--- config.mk ---
export PLATFORM = sky130hd
export DESIGN_NAME = force_filtered_admittance_integrator
export DESIGN_NICKNAME = d
export VERILOG_FILES = /design/src/rtl/core/ffai_pkg.sv /design/src/rtl/core/ffai_ram.sv /design/src/rtl/core/ffai_mul.sv /design/src/rtl/core/ffai_window.sv /design/src/rtl/core/force_filtered_admittance_integrator.sv
export SDC_FILE = /design/constraint.sdc
export NUM_CORES = 2
export LEC_CHECK = 0
export BUFFER_PORTS_ARGS = -buffer_cell sky130_fd_sc_hd__buf_2
export CORE_MARGIN = 2
export CORE_UTILIZATION = 45
export CTS_BUF_LIST = sky130_fd_sc_hd__clkbuf_4 sky130_fd_sc_hd__clkbuf_8
export DETAILED_ROUTE_END_ITERATION = 8
export PLACE_DENSITY_LB_ADDON = 0.15
export REMOVE_ABC_BUFFERS = 1
export SLEW_MARGIN = 20
export SYNTH_ARGS = -nofsm -noshare
export SYNTH_HDL_FRONTEND = slang
export SYNTH_SLANG_ARGS = --single-unit
export TNS_END_PERCENT = 50
--- constraint.sdc ---
create_clock -name clk_i -period 8.6 [get_ports clk_i]
set_clock_uncertainty 0.2 [all_clocks]
set_input_delay 0 -clock clk_i [delete_from_list [all_inputs] [get_ports clk_i]]
set_output_delay 0 -clock clk_i [all_outputs]
set_load 0.02 [all_outputs]
--- src/rtl/core/ffai_pkg.sv ---
// Shared types and constants of the force-filtered admittance integrator.
// No dependencies; imported by ffai_mul, ffai_window and the top level (not by ffai_ram).
`timescale 1ns / 1ps

package ffai_pkg;

  localparam int unsigned WindowDefault = 16;

  localparam logic [30:0] InvMassReset  = 31'd13107;
  localparam logic [30:0] DampingReset  = 31'd327680;
  localparam logic [30:0] StiffReset    = 31'd327680;
  localparam logic [31:0] TimeStepReset = 32'd4294967;
  localparam logic [31:0] BasePosReset  = 32'd0;

  typedef enum logic [2:0] {
    REG_INV_MASS = 3'd0,
    REG_DAMPING  = 3'd1,
    REG_STIFF    = 3'd2,
    REG_TSTEP    = 3'd3,
    REG_BASE_POS = 3'd4
  } ffai_reg_e;

  typedef enum logic [3:0] {
    ST_IDLE,
    ST_SUM,
    ST_AVG,
    ST_WAIT,
    ST_NET,
    ST_MACC,
    ST_ACC,
    ST_MDV,
    ST_VEL,
    ST_MDX,
    ST_POS,
    ST_OUT
  } ffai_state_e;

  typedef struct packed {
    logic push;
    logic start;
  } ffai_win_ctrl_t;

  typedef struct packed {
    logic               avg_valid;
    logic signed [31:0] avg;
  } ffai_win_stat_t;

endpackage

--- src/rtl/core/ffai_ram.sv ---
// Generic single-write, single-read RAM with registered read data.
// No dependencies.
`timescale 1ns / 1ps

module ffai_ram #(
  parameter int unsigned WIDTH = 32,
  parameter int unsigned DEPTH = 16,
  localparam int unsigned AddrW = (DEPTH > 1) ? $clog2(DEPTH) : 1
) (
  input  logic             clk_i,
  input  logic             we_i,
  input  logic [AddrW-1:0] waddr_i,
  input  logic [WIDTH-1:0] wdata_i,
  input  logic [AddrW-1:0] raddr_i,
  output logic [WIDTH-1:0] rdata_o
);

  logic [WIDTH-1:0] mem_q [DEPTH];

  always_ff @(posedge clk_i) begin
    if (we_i) begin
      mem_q[waddr_i] <= wdata_i;
    end
    rdata_o <= mem_q[raddr_i];
  end

endmodule

--- src/rtl/core/ffai_mul.sv ---
// Shared signed-by-unsigned 32x32 multiplier with registered product.
// Depends on ffai_pkg.
`timescale 1ns / 1ps

module ffai_mul (
  input  logic               clk_i,
  input  logic signed [31:0] a_i,
  input  logic        [31:0] b_i,
  output logic signed [63:0] p_o
);
  import ffai_pkg::*;

  logic signed [65:0] prod;

  assign prod = $signed({a_i[31], a_i}) * $signed({1'b0, b_i});

  always_ff @(posedge clk_i) begin
    p_o <= prod[63:0];
  end

endmodule

--- src/rtl/core/ffai_window.sv ---
// Force sample ring, running sum and moving average (shift or reciprocal divide).
// Depends on ffai_pkg and ffai_ram.
`timescale 1ns / 1ps

module ffai_window #(
  parameter int unsigned WINDOW = ffai_pkg::WindowDefault
) (
  input  logic                     clk_i,
  input  logic                     rst_ni,
  input  ffai_pkg::ffai_win_ctrl_t ctrl_i,
  input  logic signed [31:0]       force_i,
  output ffai_pkg::ffai_win_stat_t stat_o
);
  import ffai_pkg::*;

  localparam int unsigned IdxW   = (WINDOW > 1) ? $clog2(WINDOW) : 1;
  localparam int unsigned LogW   = $clog2(WINDOW);
  localparam int unsigned SumW   = 32 + LogW;
  localparam bit          IsPow2 = ((1 << LogW) == WINDOW);
  // |sum| is split into a high part and 16 low bits; both steps use one reciprocal
  localparam int unsigned NumW   = 16 + LogW;
  localparam int unsigned Shift  = NumW + LogW;
  localparam int unsigned RecW   = NumW + 2;
  localparam int unsigned PrdW   = NumW + RecW;
  localparam logic [63:0] RecFull =
    ((64'd1 << Shift) + 64'(WINDOW) - 64'd1) / 64'(WINDOW);
  localparam logic [RecW-1:0] Recip = RecFull[RecW-1:0];

  logic [IdxW-1:0]        idx_q;
  logic                   full_q;
  logic signed [SumW-1:0] sum_q;
  logic [31:0]            rdata;
  logic signed [31:0]     old_f;
  logic signed [SumW-1:0] pow2_avg;
  logic [SumW-1:0]        mag;

  logic                   neg_q;
  logic [15:0]            lo_q;
  logic [NumW-1:0]        num_q;
  logic [NumW-1:0]        quo_q;
  logic [15:0]            qhi_q;
  logic [1:0]             phase_q;
  logic                   busy_q;
  logic                   valid_q;
  logic signed [31:0]     avg_q;
  logic [PrdW-1:0]        recip_prod;
  logic [NumW-1:0]        quo;
  logic [NumW-1:0]        rem;
  logic [31:0]            quo_full;

  ffai_ram #(
    .WIDTH(32),
    .DEPTH(WINDOW)
  ) u_ring (
    .clk_i  (clk_i),
    .we_i   (ctrl_i.push),
    .waddr_i(idx_q),
    .wdata_i(force_i),
    .raddr_i(idx_q),
    .rdata_o(rdata)
  );

  // slots not yet written since reset read as zero
  assign old_f      = full_q ? $signed(rdata) : 32'sd0;
  assign pow2_avg   = (sum_q + (sum_q[SumW-1] ? SumW'(WINDOW - 1) : SumW'(0))) >>> LogW;
  assign mag        = sum_q[SumW-1] ? SumW'(-sum_q) : SumW'(sum_q);
  assign recip_prod = PrdW'(num_q) * PrdW'(Recip);
  assign quo        = NumW'(recip_prod >> Shift);
  assign rem        = num_q - quo_q * NumW'(WINDOW);
  assign quo_full   = {qhi_q, quo_q[15:0]};

  always_ff @(posedge clk_i or negedge rst_ni) begin
    if (!rst_ni) begin
      idx_q   <= '0;
      full_q  <= 1'b0;
      sum_q   <= '0;
      busy_q  <= 1'b0;
      valid_q <= 1'b0;
      phase_q <= '0;
    end else begin
      if (ctrl_i.push) begin
        sum_q <= sum_q + SumW'(force_i) - SumW'(old_f);
        if (idx_q == IdxW'(WINDOW - 1)) begin
          idx_q  <= '0;
          full_q <= 1'b1;
        end else begin
          idx_q <= idx_q + 1'b1;
        end
      end
      if (ctrl_i.start) begin
        if (IsPow2) begin
          valid_q <= 1'b1;
        end else begin
          valid_q <= 1'b0;
          busy_q  <= 1'b1;
          phase_q <= '0;
        end
      end else if (busy_q) begin
        phase_q <= phase_q + 1'b1;
        if (phase_q == 2'd3) begin
          busy_q  <= 1'b0;
          valid_q <= 1'b1;
        end
      end
    end
  end

  always_ff @(posedge clk_i) begin
    if (ctrl_i.start) begin
      avg_q <= pow2_avg[31:0];
      neg_q <= sum_q[SumW-1];
      lo_q  <= mag[15:0];
      num_q <= mag[SumW-1:16];
    end else if (busy_q) begin
      unique case (phase_q)
        2'd0, 2'd2: begin
          quo_q <= quo;
        end
        2'd1: begin
          qhi_q <= quo_q[15:0];
          num_q <= (rem << 16) | NumW'(lo_q);
        end
        2'd3: begin
          avg_q <= neg_q ? -$signed(quo_full) : $signed(quo_full);
        end
      endcase
    end
  end

  assign stat_o.avg_valid = valid_q;
  assign stat_o.avg       = avg_q;

endmodule

--- src/rtl/core/force_filtered_admittance_integrator.sv ---
// Top level: sequencer, gain registers and admittance integrator state.
// Depends on ffai_pkg, ffai_window and ffai_mul.
//
//   channel   direction  handshake              payload
//   in        input      in_valid_i/in_ready_o  force_z_i
//   out       output     out_valid_o/out_ready_i filtered_force_o, displacement_o,
//                                                commanded_height_o
//   cfg       input      cfg_valid_i/cfg_ready_o cfg_index_i, cfg_data_i
//
// Each item passes through five products chained through the one shared multiplier;
// WINDOW values other than a power of two add the reciprocal averaging divider.
// Reset is asynchronous; ring slots read as zero until first written.
// One finished result waits in the output register while the next item is accepted;
// the sequencer holds in its last state while that register is still full.
`timescale 1ns / 1ps

module force_filtered_admittance_integrator #(
  parameter int unsigned WINDOW = ffai_pkg::WindowDefault
) (
  input  logic               clk_i,
  input  logic               rst_ni,
  input  logic               in_valid_i,
  output logic               in_ready_o,
  input  logic signed [31:0] force_z_i,
  output logic               out_valid_o,
  input  logic               out_ready_i,
  output logic signed [31:0] filtered_force_o,
  output logic signed [31:0] displacement_o,
  output logic signed [31:0] commanded_height_o,
  input  logic               cfg_valid_i,
  output logic               cfg_ready_o,
  input  logic [2:0]         cfg_index_i,
  input  logic [31:0]        cfg_data_i
);
  import ffai_pkg::*;

  function automatic logic signed [31:0] sat32(input logic signed [65:0] v);
    if (v > 66'sd2147483647) begin
      return 32'sh7FFFFFFF;
    end else if (v < -66'sd2147483648) begin
      return 32'sh80000000;
    end else begin
      return v[31:0];
    end
  endfunction

  ffai_state_e state_q, state_d;

  logic [30:0]        inv_mass_q, damping_q, stiff_q;
  logic [31:0]        tstep_q;
  logic signed [31:0] base_q;

  logic signed [31:0] f_q, v_q, x_q, net_q, acc_q;
  logic signed [47:0] bv_q;
  logic               out_valid_q;
  logic signed [31:0] out_avg_q, out_x_q, out_h_q;

  ffai_win_ctrl_t     win_ctrl;
  ffai_win_stat_t     win_stat;
  logic signed [31:0] mul_a;
  logic [31:0]        mul_b;
  logic signed [63:0] prod;
  logic               out_load;

  logic signed [49:0] net_sum;
  logic signed [32:0] v_sum, x_sum, h_sum;

  ffai_window #(
    .WINDOW(WINDOW)
  ) u_window (
    .clk_i  (clk_i),
    .rst_ni (rst_ni),
    .ctrl_i (win_ctrl),
    .force_i(f_q),
    .stat_o (win_stat)
  );

  ffai_mul u_mul (
    .clk_i(clk_i),
    .a_i  (mul_a),
    .b_i  (mul_b),
    .p_o  (prod)
  );

  assign net_sum = 50'(win_stat.avg) - 50'(bv_q) - 50'($signed(prod[63:16]));
  assign v_sum   = 33'(v_q) + 33'($signed(prod[63:32]));
  assign x_sum   = 33'(x_q) + 33'($signed(prod[63:32]));
  assign h_sum   = 33'(base_q) + 33'(x_q);

  always_comb begin
    state_d        = state_q;
    in_ready_o     = 1'b0;
    win_ctrl.push  = 1'b0;
    win_ctrl.start = 1'b0;
    out_load       = 1'b0;
    // default operands keep K*x in the product register
    mul_a          = x_q;
    mul_b          = {1'b0, stiff_q};
    unique case (state_q)
      ST_IDLE: begin
        in_ready_o = 1'b1;
        if (in_valid_i) begin
          state_d = ST_SUM;
        end
      end
      ST_SUM: begin
        win_ctrl.push = 1'b1;
        mul_a         = v_q;
        mul_b         = {1'b0, damping_q};
        state_d       = ST_AVG;
      end
      ST_AVG: begin
        win_ctrl.start = 1'b1;
        state_d        = ST_WAIT;
      end
      ST_WAIT: begin
        if (win_stat.avg_valid) begin
          state_d = ST_NET;
        end
      end
      ST_NET: begin
        state_d = ST_MACC;
      end
      ST_MACC: begin
        mul_a   = net_q;
        mul_b   = {1'b0, inv_mass_q};
        state_d = ST_ACC;
      end
      ST_ACC: begin
        state_d = ST_MDV;
      end
      ST_MDV: begin
        mul_a   = acc_q;
        mul_b   = tstep_q;
        state_d = ST_VEL;
      end
      ST_VEL: begin
        state_d = ST_MDX;
      end
      ST_MDX: begin
        mul_a   = v_q;
        mul_b   = tstep_q;
        state_d = ST_POS;
      end
      ST_POS: begin
        state_d = ST_OUT;
      end
      ST_OUT: begin
        if (!out_valid_q || out_ready_i) begin
          out_load = 1'b1;
          state_d  = ST_IDLE;
        end
      end
      default: begin
        state_d = ST_IDLE;
      end
    endcase
  end

  always_ff @(posedge clk_i or negedge rst_ni) begin
    if (!rst_ni) begin
      state_q <= ST_IDLE;
    end else begin
      state_q <= state_d;
    end
  end

  always_ff @(posedge clk_i or negedge rst_ni) begin
    if (!rst_ni) begin
      inv_mass_q  <= InvMassReset;
      damping_q   <= DampingReset;
      stiff_q     <= StiffReset;
      tstep_q     <= TimeStepReset;
      base_q      <= BasePosReset;
      v_q         <= '0;
      x_q         <= '0;
      out_valid_q <= 1'b0;
    end else begin
      if (cfg_valid_i) begin
        unique case (cfg_index_i)
          REG_INV_MASS: inv_mass_q <= cfg_data_i[30:0];
          REG_DAMPING:  damping_q  <= cfg_data_i[30:0];
          REG_STIFF:    stiff_q    <= cfg_data_i[30:0];
          REG_TSTEP:    tstep_q    <= cfg_data_i;
          REG_BASE_POS: base_q     <= cfg_data_i;
          default: ;
        endcase
      end
      if (state_q == ST_VEL) begin
        v_q <= sat32(66'(v_sum));
      end
      if (state_q == ST_POS) begin
        x_q <= sat32(66'(x_sum));
      end
      if (out_load) begin
        out_valid_q <= 1'b1;
      end else if (out_ready_i) begin
        out_valid_q <= 1'b0;
      end
    end
  end

  always_ff @(posedge clk_i) begin
    if (in_valid_i && in_ready_o) begin
      f_q <= force_z_i;
    end
    if (state_q == ST_AVG) begin
      bv_q <= prod[63:16];
    end
    if (state_q == ST_NET) begin
      net_q <= sat32(66'(net_sum));
    end
    if (state_q == ST_ACC) begin
      acc_q <= sat32(66'($signed(prod[63:16])));
    end
    if (out_load) begin
      out_avg_q <= win_stat.avg;
      out_x_q   <= x_q;
      out_h_q   <= sat32(66'(h_sum));
    end
  end

  assign cfg_ready_o        = 1'b1;
  assign out_valid_o        = out_valid_q;
  assign filtered_force_o   = out_avg_q;
  assign displacement_o     = out_x_q;
  assign commanded_height_o = out_h_q;

endmodule
==> results.txt <==
The post-synthesis instance total is 8,135. The area growth from synthesis to layout came out at 18.9%. The wire length of the first global-routing pass is 458 mm. The final critical path time including I/O delays and setup is 8950 ps. The total congestion overflow after global routing is 0.

The required time at the worst-slack endpoint came out at 9230 ps. The post-route worst setup slack came out at -354 ps. The type of element capturing the critical path is a flip-flop. The initial utilization of the core area, before any placement, comes to 0.453. The die outline width came out at 452 um. The global-route usage over all layers came out at 0.309. The final hold violation count came out at 0. Using the TritonRoute via totals, the vias-per-cell ratio works out to 5.59.

The min-delay analysis places its worst path in the category input port to flip-flop. After detailed placement, the design holds a cell count of around 11,000. The average wire per standard cell is 26.7 um. The total via count after detailed routing is 66,201. The maximum clock frequency came out at 112 MHz. The run finished, with violations left. The floorplan step defined a die boundary enclosing around 200,000 um^2.

The most used flip-flop cell after synthesis is sky130_fd_sc_hd__edfxtp_1. TritonCTS built the clock tree. The half-perimeter wire length after placement came out at ~250 mm. For this block, the routed nets add up to 316 mm of wire. The largest net degree at the start of global routing is 81.

The slowest stage of the critical path belongs to the cell sky130_fd_sc_hd__fa_1. The number of top-level pins came out at 171. The setup path with the least slack is of type flip-flop to flip-flop.

The clock-pin slew reported for the worst setup and hold paths after clock tree synthesis is ~70 ps. The count of standard-cell rows came out at 164. The clock latency on the worst-skew pair is 980 ps.

The tool flagged a number of max-cap violations equal to 0. Counting every sink on the clock net gives 1,204. Setup violations remaining at the end of the flow were counted as 27.

The slew of the pin with the lowest slew margin is 1140 ps. The overall die height came out at roughly 450 um. After the first detailed-routing iteration, the DRC count stood at roughly 5,900. The worst setup path is launched from a flip-flop. The number of detailed-routing iterations run before antenna repair came out at 8. The largest stage delay on the critical path came out at 590 ps.

The number of pins with negative max-slew slack in the final report is 0. The highest fanout seen on the critical path came out at 17. The fraction of synthesis flops using an asynchronous set or reset pin is 0.225. The count of filler cells inserted in the layout is 17,472. The placer's final routability congestion estimate is roughly 0.97.

Of the synthesized area, sequential elements account for 0.376. The checks that failed: negative setup slack. For this run, the number of Yosys warnings is 0. The count of nets after finishing is 10,557. The setup TNS is -4910 ps. CTS placed an instance of sky130_fd_sc_hd__clkbuf_8 at the clock tree root. The share of final-layout standard cells stronger than drive strength 1 came out at 0.201. The worst hold margin came out at between 100 and 150 ps.

Data on the critical path arrives at its endpoint at 9590 ps. The flip-flop and latch count after synthesis is 1,204. The most frequent cell on the critical path is sky130_fd_sc_hd__fa_1. The initial antenna violation count is 15.

The remaining design rule violation count came out at 0. Counting flops with a built-in enable in the synthesized netlist gives 853. The number of global-route vias before repair is around 68,000.

Setup repair after global routing could not meet its margin everywhere. The floorplan core area came out at 200,000 um^2. The count of buffers added on input and output ports is between 150 and 200.

The number of distinct library cells after synthesis came out at 90. The worst pin sits at a relative slew slack of 0.242. In the finished design, the share of the clock period the worst path needs comes to 1.04. The cell area after synthesis came out at 90,400 um^2. The count of antenna-violating nets left after detailed routing came out at 0. The H-tree depth is 4. The clock passes through at most 3 buffers. The non-filler instance count after layout is 11,852. The number of buffers created by CTS came out at 200. The per-instance average area after synthesis came out at between 10 and 15 um^2.
cells by family (layout without fill, tap and decap cells):
| group | Yosys count | after routing | synth area share |
|---|---|---|---|
| simple gates | 2179 | 2179 | 0.105 |
| buf+inv | 1569 | 2622 | 0.0654 |
| fa+ha+maj | 1505 | 1505 | 0.289 |
| flops | 1204 | 1204 | 0.376 |
| compound gates | 1062 | 1062 | 0.0764 |
| mux | 325 | 325 | 0.0603 |
| xor+xnor | 290 | 290 | 0.0281 |
| other cells | 1 | 9 | 0.0000415 |
repair_timing:
item,in CTS,in global routing
cloned,1,6
pin swaps,16,58
buffers inserted,10,36
gates resized for setup,83,159
hold buffers,168,0
hold endpoints to repair,417,0
setup endpoints to repair,38,47
metrics by stage:
stage | utilization | setup slack (ps) | cell area (um^2)
final | 0.538 | -354 | 108000
after CTS | 0.533 | -370 | 106000
after detailed placement | 0.500 | -1300 | 99800
after global routing | 0.538 | -604 | 107000
after floorplan | - | -2120 | 88900
after global placement | 0.500 | -1340 | 99800
final timing paths:
kind,from,endpoint,slack (ps),depth (start not counted)
setup reg to reg,state_q[2]$_DFFE_PN0P_,u_mul.p_o[54]$_DFF_P_,-350,33
hold reg to reg,u_window.num_q[16]$_DFFE_PP_,u_window.quo_q[12]$_DFFE_PP_,220,0
max in group asynchronous,rst_ni,inv_mass_q[3]$_DFFE_PN0P_,6250,5
min in group asynchronous,rst_ni,u_window.sum_q[1]$_DFFE_PN0N_,120,4
hold / removal,force_z_i[11],f_q[11]$_DFFE_PP_,110,3
setup / recovery,state_q[2]$_DFFE_PN0P_,u_mul.p_o[54]$_DFF_P_,-350,33
flip-flops by register name (all words and copies together) (netlist names), 36 cells and up:
register               flops
u_mul.p_o                 48
u_window.sum_q            36
bv_q                      48
u_window.u_ring.mem_q    512
Yosys cell counts (26+ instances only):
library cell                  n  share of area
sky130_fd_sc_hd__a21oi_1    259          0.014
sky130_fd_sc_hd__nor3_1      60         0.0033
sky130_fd_sc_hd__mux2_2     158          0.020
sky130_fd_sc_hd__dfxtp_1     80          0.018
sky130_fd_sc_hd__nor2b_1     27         0.0019
sky130_fd_sc_hd__nor2_1     818          0.034
sky130_fd_sc_hd__nand2b_1    44         0.0030
sky130_fd_sc_hd__o31ai_1     33         0.0027
sky130_fd_sc_hd__buf_1       26         0.0011
sky130_fd_sc_hd__nand4_1     73         0.0051
sky130_fd_sc_hd__edfxtp_1   853           0.28
sky130_fd_sc_hd__mux4_2     160          0.040
sky130_fd_sc_hd__and2_1      77         0.0053
sky130_fd_sc_hd__a222oi_1    38         0.0042
sky130_fd_sc_hd__fa_1       982           0.22
sky130_fd_sc_hd__ha_1       484          0.067
sky130_fd_sc_hd__dfrtp_1    249          0.069
sky130_fd_sc_hd__or2_2       26         0.0018
sky130_fd_sc_hd__maj3_1      39         0.0043
sky130_fd_sc_hd__o21bai_1    28         0.0023
sky130_fd_sc_hd__a211oi_1    37         0.0031
sky130_fd_sc_hd__and3_1      26         0.0018
sky130_fd_sc_hd__xor2_1      92         0.0089
sky130_fd_sc_hd__and4_1      28         0.0027
sky130_fd_sc_hd__xnor2_1    198          0.019
sky130_fd_sc_hd__inv_1     1167          0.048
sky130_fd_sc_hd__o21ai_0    262          0.015
sky130_fd_sc_hd__a21o_1     161          0.013
sky130_fd_sc_hd__clkbuf_1   365          0.015
sky130_fd_sc_hd__nand3_1     60         0.0033
sky130_fd_sc_hd__nand2_1    856          0.036
sky130_fd_sc_hd__a31oi_1     27         0.0019
critical path: cells and delay by family, from the launching register on:
family	cells	cell delay [ps]
simple gates	6	940
compound gates	9	1510
buf+inv	8	1240
xor+xnor	1	140
fa+ha+maj	9	4250
flops	1	460
layer usage:
metal  vias to the layer above  track usage  share of wire
met5                         -     0.000466        0.00040
met3                       565       0.0522          0.074
li1                      28983            -              -
met2                      2514        0.495           0.47
met4                        20        0.124          0.046
met1                     34119        0.418           0.41
cell usage in the layout, fill, tap and decap left out, types with 30 or more instances in the layout:
| master | count |
|---|---|
| sky130_fd_sc_hd__fa_1 | 952 |
| sky130_fd_sc_hd__dlygate4sd3_1 | 167 |
| sky130_fd_sc_hd__mux2_2 | 158 |
| sky130_fd_sc_hd__a222oi_1 | 38 |
| sky130_fd_sc_hd__dfrtp_1 | 244 |
| sky130_fd_sc_hd__maj3_1 | 39 |
| sky130_fd_sc_hd__fa_2 | 30 |
| sky130_fd_sc_hd__mux4_2 | 160 |
| sky130_fd_sc_hd__nor3_1 | 52 |
| sky130_fd_sc_hd__inv_1 | 1159 |
| sky130_fd_sc_hd__a211oi_1 | 34 |
| sky130_fd_sc_hd__buf_4 | 593 |
| sky130_fd_sc_hd__nand4_1 | 73 |
| sky130_fd_sc_hd__xor2_1 | 92 |
| sky130_fd_sc_hd__edfxtp_1 | 853 |
| sky130_fd_sc_hd__buf_2 | 168 |
| sky130_fd_sc_hd__clkbuf_8 | 235 |
| sky130_fd_sc_hd__buf_12 | 109 |
| sky130_fd_sc_hd__a21oi_1 | 242 |
| sky130_fd_sc_hd__nand2_1 | 850 |
| sky130_fd_sc_hd__dfxtp_1 | 80 |
| sky130_fd_sc_hd__o31ai_1 | 32 |
| sky130_fd_sc_hd__nand3_1 | 58 |
| sky130_fd_sc_hd__ha_1 | 474 |
| sky130_fd_sc_hd__and2_1 | 64 |
| sky130_fd_sc_hd__nand2b_1 | 39 |
| sky130_fd_sc_hd__xnor2_1 | 193 |
| sky130_fd_sc_hd__a21o_1 | 159 |
| sky130_fd_sc_hd__clkbuf_4 | 66 |
| sky130_fd_sc_hd__nor2_1 | 781 |
| sky130_fd_sc_hd__o21ai_0 | 248 |
final cells by class:
class	instances	area, um^2	area share
well taps	2656	3320	0.0309
multi-input cells	5362	51400	0.478
clock inverters	70	798	0.00743
flip-flops and latches	1204	34000	0.317
repair buffers	1080	9770	0.0909
diodes	8	20.0	0.000186
inverters	1171	4400	0.0409
clock buffers	301	3730	0.0347
Power is left out: the tool's default activity adds up to more than one toggle a clock period on the data nets, which glitch-free logic cannot reach.
